## src/sv/uer_pkg.sv

```systemverilog
// shared types and constants for the ultrasonic echo ranger
// no dependencies; imported by every module of the block
package uer_pkg;

	// register map
	localparam int CFG_IDX_W  = 3;
	localparam int CFG_DATA_W = 16;
	localparam logic [CFG_IDX_W-1:0] REG_CALIBRATION = 3'd0;
	localparam logic [CFG_IDX_W-1:0] REG_MAX_DIST    = 3'd1;
	localparam logic [CFG_IDX_W-1:0] REG_ZONE        = 3'd2;
	localparam logic [CFG_IDX_W-1:0] REG_SETTLE      = 3'd3;
	localparam logic [CFG_IDX_W-1:0] REG_PULSE       = 3'd4;

	// field widths
	localparam int CAL_W  = 16;
	localparam int DIST_W = 10;
	localparam int TICK_W = 14;

	// register reset values
	localparam logic [CAL_W-1:0]  CAL_RST    = 16'd0;
	localparam logic [DIST_W-1:0] MAX_RST    = 10'd400;
	localparam logic [DIST_W-1:0] ZONE_RST   = 10'd20;
	localparam logic [TICK_W-1:0] SETTLE_RST = 14'd2000;
	localparam logic [TICK_W-1:0] PULSE_RST  = 14'd10000;

	// microseconds to centimeters: count / 58.2 as (count * 1126) >> 16
	localparam int CM_MULT_W = 11;
	localparam logic [CM_MULT_W-1:0] CM_MULT = 11'd1126;
	localparam int CM_SHIFT = 16;

	// measurement sequencer phases
	typedef enum logic [2:0] {
		PH_IDLE,
		PH_SETTLE,
		PH_PULSE,
		PH_RISE,
		PH_FALL
	} phase_t;

	// configuration register set
	typedef struct packed {
		logic [CAL_W-1:0]  calibration_us;
		logic [DIST_W-1:0] max_distance_cm;
		logic [DIST_W-1:0] zone_cm;
		logic [TICK_W-1:0] settle_ticks;
		logic [TICK_W-1:0] pulse_ticks;
	} cfg_t;

	// per-tick status from the sequencer
	typedef struct packed {
		logic trigger;
		logic busy;
		logic done;
	} flags_t;

endpackage

```

## src/sv/ultrasonic_echo_ranger.sv

```systemverilog
// Ultrasonic time-of-flight ranger. Each input transaction is one microsecond tick carrying
// a start request and the sampled echo level; each tick yields exactly one result
// transaction with the trigger drive, busy, done, the stored distance in centimeters and
// the zone flag. One tick is taken every clock while the output side is not stalled;
// a result passes through the sequencer stage, the conversion multiply stage and the result
// register, and an output stall holds the whole pipeline.
// Depends on uer_pkg, uer_cfg, uer_ctrl and uer_conv.
module ultrasonic_echo_ranger
	import uer_pkg::*;
#(
	parameter int DURATION_BITS = 20
) (
	input  logic                  clk,
	input  logic                  arst_n,
	// configuration write port
	input  logic                  cfg_we,
	input  logic [CFG_IDX_W-1:0]  cfg_index,
	input  logic [CFG_DATA_W-1:0] cfg_data,
	// tick input channel
	input  logic                  in_valid,
	output logic                  in_stall,
	input  logic                  start_req,
	input  logic                  echo,
	// result channel
	output logic                  out_valid,
	input  logic                  out_stall,
	output logic                  trigger,
	output logic                  busy_res,
	output logic                  done_res,
	output logic [DIST_W-1:0]     distance_cm,
	output logic                  in_zone
);

	cfg_t                     cfg;
	logic                     adv, take, v_s1;
	flags_t                   flags_s1;
	logic [DURATION_BITS-1:0] dur_s1;

	// pipeline moves unless a finished result is held by the output side
	assign adv      = !(out_valid && out_stall);
	assign in_stall = !adv;
	assign take     = in_valid && adv;

	uer_cfg u_cfg (
		.clk       (clk),
		.arst_n    (arst_n),
		.cfg_we    (cfg_we),
		.cfg_index (cfg_index),
		.cfg_data  (cfg_data),
		.cfg       (cfg)
	);

	uer_ctrl #(
		.DURATION_BITS (DURATION_BITS)
	) u_ctrl (
		.clk       (clk),
		.arst_n    (arst_n),
		.adv       (adv),
		.take      (take),
		.start_req (start_req),
		.echo      (echo),
		.cfg       (cfg),
		.v_s1      (v_s1),
		.flags_s1  (flags_s1),
		.dur_s1    (dur_s1)
	);

	uer_conv #(
		.DURATION_BITS (DURATION_BITS)
	) u_conv (
		.clk         (clk),
		.arst_n      (arst_n),
		.adv         (adv),
		.v_s1        (v_s1),
		.flags_s1    (flags_s1),
		.dur_s1      (dur_s1),
		.cfg         (cfg),
		.out_valid   (out_valid),
		.trigger     (trigger),
		.busy_res    (busy_res),
		.done_res    (done_res),
		.distance_cm (distance_cm),
		.in_zone     (in_zone)
	);

endmodule

```

## src/sv/uer_cfg.sv

```systemverilog
// configuration register file of the ultrasonic echo ranger
// depends on uer_pkg
module uer_cfg
	import uer_pkg::*;
(
	input  logic                  clk,
	input  logic                  arst_n,
	input  logic                  cfg_we,
	input  logic [CFG_IDX_W-1:0]  cfg_index,
	input  logic [CFG_DATA_W-1:0] cfg_data,
	output cfg_t                  cfg
);

	cfg_t cfg_q;

	// write port, unknown indices are dropped
	always_ff @(posedge clk or negedge arst_n) begin
		if (!arst_n) begin
			cfg_q.calibration_us  <= CAL_RST;
			cfg_q.max_distance_cm <= MAX_RST;
			cfg_q.zone_cm         <= ZONE_RST;
			cfg_q.settle_ticks    <= SETTLE_RST;
			cfg_q.pulse_ticks     <= PULSE_RST;
		end else if (cfg_we) begin
			case (cfg_index)
				REG_CALIBRATION: cfg_q.calibration_us  <= cfg_data[CAL_W-1:0];
				REG_MAX_DIST:    cfg_q.max_distance_cm <= cfg_data[DIST_W-1:0];
				REG_ZONE:        cfg_q.zone_cm         <= cfg_data[DIST_W-1:0];
				REG_SETTLE:      cfg_q.settle_ticks    <= cfg_data[TICK_W-1:0];
				REG_PULSE:       cfg_q.pulse_ticks     <= cfg_data[TICK_W-1:0];
				default: ;
			endcase
		end
	end

	assign cfg = cfg_q;

endmodule

```

## src/sv/uer_ctrl.sv

```systemverilog
// measurement sequencer: trigger timing and echo duration count, first pipeline stage
// depends on uer_pkg
module uer_ctrl
	import uer_pkg::*;
#(
	parameter int DURATION_BITS = 20
) (
	input  logic                     clk,
	input  logic                     arst_n,
	input  logic                     adv,
	input  logic                     take,
	input  logic                     start_req,
	input  logic                     echo,
	input  cfg_t                     cfg,
	output logic                     v_s1,
	output flags_t                   flags_s1,
	output logic [DURATION_BITS-1:0] dur_s1
);

	localparam logic [DURATION_BITS-1:0] DUR_MAX = '1;

	phase_t                   phase_q, phase_d;
	logic [TICK_W-1:0]        cnt_q, cnt_d, cnt_inc;
	logic [DURATION_BITS-1:0] dur_q, dur_d, dur_inc;
	logic                     done_d;
	flags_t                   flags_d;

	assign cnt_inc = cnt_q + 1'b1;
	assign dur_inc = (dur_q < DUR_MAX) ? dur_q + 1'b1 : dur_q;

	// next state for one tick
	always_comb begin
		phase_d = phase_q;
		cnt_d   = cnt_q;
		dur_d   = dur_q;
		done_d  = 1'b0;
		case (phase_q)
			PH_IDLE: begin
				if (start_req) begin
					phase_d = PH_SETTLE;
					cnt_d   = '0;
					dur_d   = '0;
				end
			end
			PH_SETTLE: begin
				cnt_d = cnt_inc;
				if (cnt_inc >= cfg.settle_ticks) begin
					phase_d = PH_PULSE;
					cnt_d   = '0;
				end
			end
			PH_PULSE: begin
				cnt_d = cnt_inc;
				if (cnt_inc >= cfg.pulse_ticks) begin
					phase_d = PH_RISE;
					cnt_d   = '0;
					dur_d   = '0;
				end
			end
			PH_RISE: begin
				dur_d = dur_inc;
				if (echo) begin
					phase_d = PH_FALL;
				end
			end
			PH_FALL: begin
				dur_d = dur_inc;
				if (!echo) begin
					phase_d = PH_IDLE;
					done_d  = 1'b1;
				end
			end
			default: phase_d = PH_IDLE;
		endcase
	end

	// status seen after the tick
	always_comb begin
		flags_d.trigger = (phase_d == PH_PULSE);
		flags_d.busy    = (phase_d != PH_IDLE);
		flags_d.done    = done_d;
	end

	// sequencer state, moves only on an accepted transaction
	always_ff @(posedge clk or negedge arst_n) begin
		if (!arst_n) begin
			phase_q <= PH_IDLE;
			cnt_q   <= '0;
			dur_q   <= '0;
		end else if (take) begin
			phase_q <= phase_d;
			cnt_q   <= cnt_d;
			dur_q   <= dur_d;
		end
	end

	// stage 1 valid
	always_ff @(posedge clk or negedge arst_n) begin
		if (!arst_n) begin
			v_s1 <= 1'b0;
		end else if (adv) begin
			v_s1 <= take;
		end
	end

	// stage 1 payload
	always_ff @(posedge clk) begin
		if (take) begin
			flags_s1 <= flags_d;
			dur_s1   <= dur_d;
		end
	end

endmodule

```

## src/sv/uer_conv.sv

```systemverilog
// duration to distance conversion (stage 2) and result register (stage 3)
// depends on uer_pkg
module uer_conv
	import uer_pkg::*;
#(
	parameter int DURATION_BITS = 20
) (
	input  logic                     clk,
	input  logic                     arst_n,
	input  logic                     adv,
	input  logic                     v_s1,
	input  flags_t                   flags_s1,
	input  logic [DURATION_BITS-1:0] dur_s1,
	input  cfg_t                     cfg,
	output logic                     out_valid,
	output logic                     trigger,
	output logic                     busy_res,
	output logic                     done_res,
	output logic [DIST_W-1:0]        distance_cm,
	output logic                     in_zone
);

	localparam int PROD_W = DURATION_BITS + CM_MULT_W;
	localparam int CM_W   = PROD_W - CM_SHIFT;

	logic [DURATION_BITS-1:0] cal_ext, corr;
	logic [PROD_W-1:0]        prod_s2;
	logic                     v_s2;
	flags_t                   flags_s2;
	logic [CM_W-1:0]          cm;
	logic [DIST_W-1:0]        dist_new, dist_next;

	// calibration subtract, floored at zero
	assign cal_ext = DURATION_BITS'(cfg.calibration_us);
	assign corr    = (dur_s1 > cal_ext) ? dur_s1 - cal_ext : '0;

	// stage 2 valid
	always_ff @(posedge clk or negedge arst_n) begin
		if (!arst_n) begin
			v_s2 <= 1'b0;
		end else if (adv) begin
			v_s2 <= v_s1;
		end
	end

	// stage 2 payload: fixed point scale
	always_ff @(posedge clk) begin
		if (adv) begin
			flags_s2 <= flags_s1;
			prod_s2  <= PROD_W'(corr) * PROD_W'(CM_MULT);
		end
	end

	// clamp to the maximum distance
	assign cm       = prod_s2[PROD_W-1:CM_SHIFT];
	assign dist_new = (cm > CM_W'(cfg.max_distance_cm)) ? cfg.max_distance_cm
		: cm[DIST_W-1:0];
	assign dist_next = (v_s2 && flags_s2.done) ? dist_new : distance_cm;

	// result register control and stored distance
	always_ff @(posedge clk or negedge arst_n) begin
		if (!arst_n) begin
			out_valid   <= 1'b0;
			distance_cm <= '0;
		end else if (adv) begin
			out_valid   <= v_s2;
			distance_cm <= dist_next;
		end
	end

	// result register payload
	always_ff @(posedge clk) begin
		if (adv) begin
			trigger  <= flags_s2.trigger;
			busy_res <= flags_s2.busy;
			done_res <= flags_s2.done;
			in_zone  <= (cfg.zone_cm > dist_next);
		end
	end

endmodule

```

## config.mk

```make
export PLATFORM = sky130hd
export DESIGN_NAME = ultrasonic_echo_ranger
export DESIGN_NICKNAME = d
export VERILOG_FILES = /design/src/sv/uer_pkg.sv /design/src/sv/ultrasonic_echo_ranger.sv /design/src/sv/uer_cfg.sv /design/src/sv/uer_ctrl.sv /design/src/sv/uer_conv.sv
export SDC_FILE = /design/constraint.sdc
export NUM_CORES = 1
export LEC_CHECK = 0
export BUFFER_PORTS_ARGS = -buffer_cell sky130_fd_sc_hd__buf_4
export CORE_MARGIN = 4
export CORE_UTILIZATION = 40
export DETAILED_ROUTE_END_ITERATION = 8
export GPL_TIMING_DRIVEN = 0
export PLACE_DENSITY = 0.52
export SETUP_SLACK_MARGIN = 0.2
export SLEW_MARGIN = 20
export SYNTH_ARGS = -nofsm -noshare
export SYNTH_HDL_FRONTEND = slang
export SYNTH_HIERARCHICAL = 1
export SYNTH_SLANG_ARGS = --single-unit
```

## constraint.sdc

```tcl
create_clock -name clk -period 16.8 [get_ports clk]
set_input_delay 0 -clock clk [delete_from_list [all_inputs] [get_ports clk]]
set_output_delay 0 -clock clk [all_outputs]
set_load 0.1 [all_outputs]
```

==> flow_metrics.py <==
metrics = {
    "setup_path": {
        "arrival_ns": 7.24,
        "max_stage_delay_ns": 0.54,
        "path_class": "reg2reg",
        "r2r_start": "u_ctrl/dur_s1[0]",
        "worstReg2RegEnd": "u_conv/prod_s2[27]",
        "rrSetupSlack_ns": 9.74,
        "end_kind": "flip-flop",
        "worstPathRequired_ns": 16.97,
        "crit_path_top_delay_cell": "fa_1",
        "ff2ff_path_depth": 27,
        "cp-start-kind": "flip-flop",
        "crit_fanout": 10,
    },
    "drt": {
        "drtAntennaViolNets": 0,
        "met3WireLength_um": 961,
        "wl_met2_mm": 15.3,
        "via_per_inst": 5.40,
        "met1_length_mm": 16.2,
        "via_count": 10100,
        "drt_wl_total_mm": 33.0,
        "top_layer": "met4",
        "avgRoutedWirePerCell_um": 17.6,
        "dr.pass1.iters": 5,
        "drt_iter0_markers": 575,
        "drc_errors": 0,
    },
    "cells_and_area": {
        "n_antenna_cell": 0,
        "layout-drive-gt1-share": 0.168,
        "n_fill_cell": 3203,
        "mostFrequentLayoutCell": "ha_1",
        "area_growth_pct": 12.9,
        "final_core_util": 0.458,
        "mostFrequentLayoutCells": "158 x ha_1, 152 x inv_1, 102 x nand2_1, 98 x dfrtp_1, 80 x a21oi_1",
        "nets": 1647,
    },
    "min_path": {
        "min_to": "u_cfg/cfg[55]",
        "min_from": "cfg_index[1]",
        "hp-class": "in2reg",
        "whs_path_depth": 3,
    },
    "die": {
        "num_rows": 66,
        "pin_count": 42,
        "die_height_um": 190,
        "die_w_um": 190,
        "die-area_um2": 36000,
        "floorplan.initialDensity": 0.406,
        "coreArea_um2": 32500,
    },
    "timing": {
        "rsz0062_at_grt": "false",
        "max_slew_margin": 0.349,
        "skew_ns": 0.0121,
        "setup_violations": 0,
        "final_max_slew_viol_count": 0,
        "fin_crit_ns": 7.06,
        "worst_pin_slew_ns": 0.951,
        "tns_ns": 0,
        "min_period_over_period": 0.420,
        "finalHoldViolCount": 0,
        "fmax_mhz": 142,
    },
    "yosys": {
        "ys_ff_latch": 159,
        "yosys_warnings": 6,
        "ys_seq_area_frac": 0.320,
        "syn_nets": 1563,
        "synth.avg_cell_area_um2": 9.88,
        "async_flop_share": 0.717,
        "synth_cells": 1335,
        "synth_ff_type": "dfrtp_1",
        "synth_cell_type_count": 100,
        "synthesis.area_um2": 13200,
        "synth_edf_count": 45,
    },
    "grt": {
        "grt_max_degree": 67,
        "grt_pass1_vias": 10100,
        "grt_first_pass_wirelength_mm": 54.5,
        "grt_use_total": 0.188,
        "grt_overflow": 0,
        "antenna_found_initial": 0,
    },
    "clocking": {
        "cts_buffers": 17,
        "ctsResizeCount": 0,
        "cts.clk_slew.worst_paths_ns": 0.06,
        "ctsRootBufferMaster": "clkbuf_16",
        "cts.htree.levels": 4,
        "cts_tree": "done",
        "cts_buffer_depth": 2,
        "clk_latency_ns": 0.42,
        "cts.sinks": 159,
    },
    "placed_design": {
        "hpwlAfterDp_mm": 25.9,
        "portBuffers": 41,
        "gp_congestion": 0.872,
    },
    "run_status": {
        "status": "complete, no violations",
    },
    "job": {
        "maxCapViolCount": 0,
    },
}
-- synth_stat cells (25+ instances only) --
| cell | n | area (µm²) |
|---|---|---|
| a21oi_1 | 80 | 400 |
| a31oi_1 | 25 | 156 |
| dfrtp_1 | 98 | 2450 |
| edfxtp_1 | 45 | 1350 |
| fa_1 | 44 | 881 |
| ha_1 | 158 | 1980 |
| inv_1 | 152 | 571 |
| mux2_2 | 67 | 754 |
| nand2_1 | 103 | 387 |
| nand3_1 | 28 | 140 |
| nor2_1 | 77 | 289 |
| o21ai_0 | 58 | 290 |
| xnor2_1 | 32 | 280 |
-- metal layers --
layer / up-vias / global-route usage
li1: 4981 / -
met1: 4940 / 0.271
met2: 175 / 0.305
met3: 32 / 0.0270
met4: 0 / 0.0384
met5: - / 0
-- critical path: cells and delay by family, from the launching register on --
kind / cells / cell delay [ns]
and+or+nand+nor: 4 / 0.55
buffers and inverters: 6 / 0.60
AOI/OAI and AO/OA: 8 / 2.08
adders and majority gates: 8 / 3.07
DFF: 1 / 0.35
xor gates and xnor gates: 1 / 0.13
-- worst max path at each step --
stage                     start                 end  slack (ns)
3_5_place_dp      u_cfg/cfg[52]  u_conv/prod_s2[27]        9.71
4_1_cts           u_cfg/cfg[52]  u_conv/prod_s2[27]        9.68
5_1_grt        u_ctrl/dur_s1[0]  u_conv/prod_s2[27]        9.27
2_1_floorplan  u_ctrl/dur_s1[0]  u_conv/prod_s2[27]       10.51
3_3_place_gp      u_cfg/cfg[52]  u_conv/prod_s2[21]        9.73
6_report       u_ctrl/dur_s1[0]  u_conv/prod_s2[27]        9.74
-- cell families after synthesis --
kind of cell / count (synthesis) / share of synthesized area
AO/OA/AOI/OAI: 330 / 0.181
XOR/XNOR: 47 / 0.0318
adder cells (fa/ha/maj): 202 / 0.217
buffers and inverters: 196 / 0.0604
flip-flops: 159 / 0.320
multiplexers: 69 / 0.0591
AND/OR/NAND/NOR: 332 / 0.131
-- registers in the layout (all words and copies together) (netlist names) --
name                flops
u_cfg/cfg              64
u_conv/busy_res         1
u_conv/distance_cm     10
u_conv/done_res         1
u_conv/flags_s2         3
u_conv/in_zone          1
u_conv/out_valid        1
u_conv/prod_s2         15
u_conv/trigger          1
u_conv/v_s2             1
u_ctrl/cnt_q           14
u_ctrl/dur_q           20
u_ctrl/dur_s1          20
u_ctrl/flags_s1         3
u_ctrl/phase_q          3
u_ctrl/v_s1             1
-- timing repair --
action | CTS | global route
buffers inserted | 0 | 0
hold buffers | 22 | 0
endpoints found under the hold margin | 159 | 0
-- through the flow --
step                cell area, µm²  hold WS [ns]  setup slack, ns  instances
floorplan                    13200        -0.296            10.51       1335
global placement             14100         0.236             9.73       1818
detailed placement           14100      -0.00750             9.71       1820
CTS                          14900       0.00753             9.68       1874
global route                 14900        0.0196             9.27       1874
finish                       14900        0.0252             9.74       1874
-- final cells by class --
cell class / count / area (µm²) / share of cell area
plain buffers: 42 / 219 / 0.0147
inverters: 154 / 578 / 0.0388
clock buffers: 21 / 440 / 0.0296
clock inverters: 11 / 111 / 0.00747
well taps: 442 / 553 / 0.0371
flip-flops and latches: 159 / 4220 / 0.284
multi-input cells: 980 / 8190 / 0.549
repair buffers: 65 / 587 / 0.0394
Power is not shown: default switching activity piles up to over one toggle a cycle in this logic, so the estimate is an artifact.
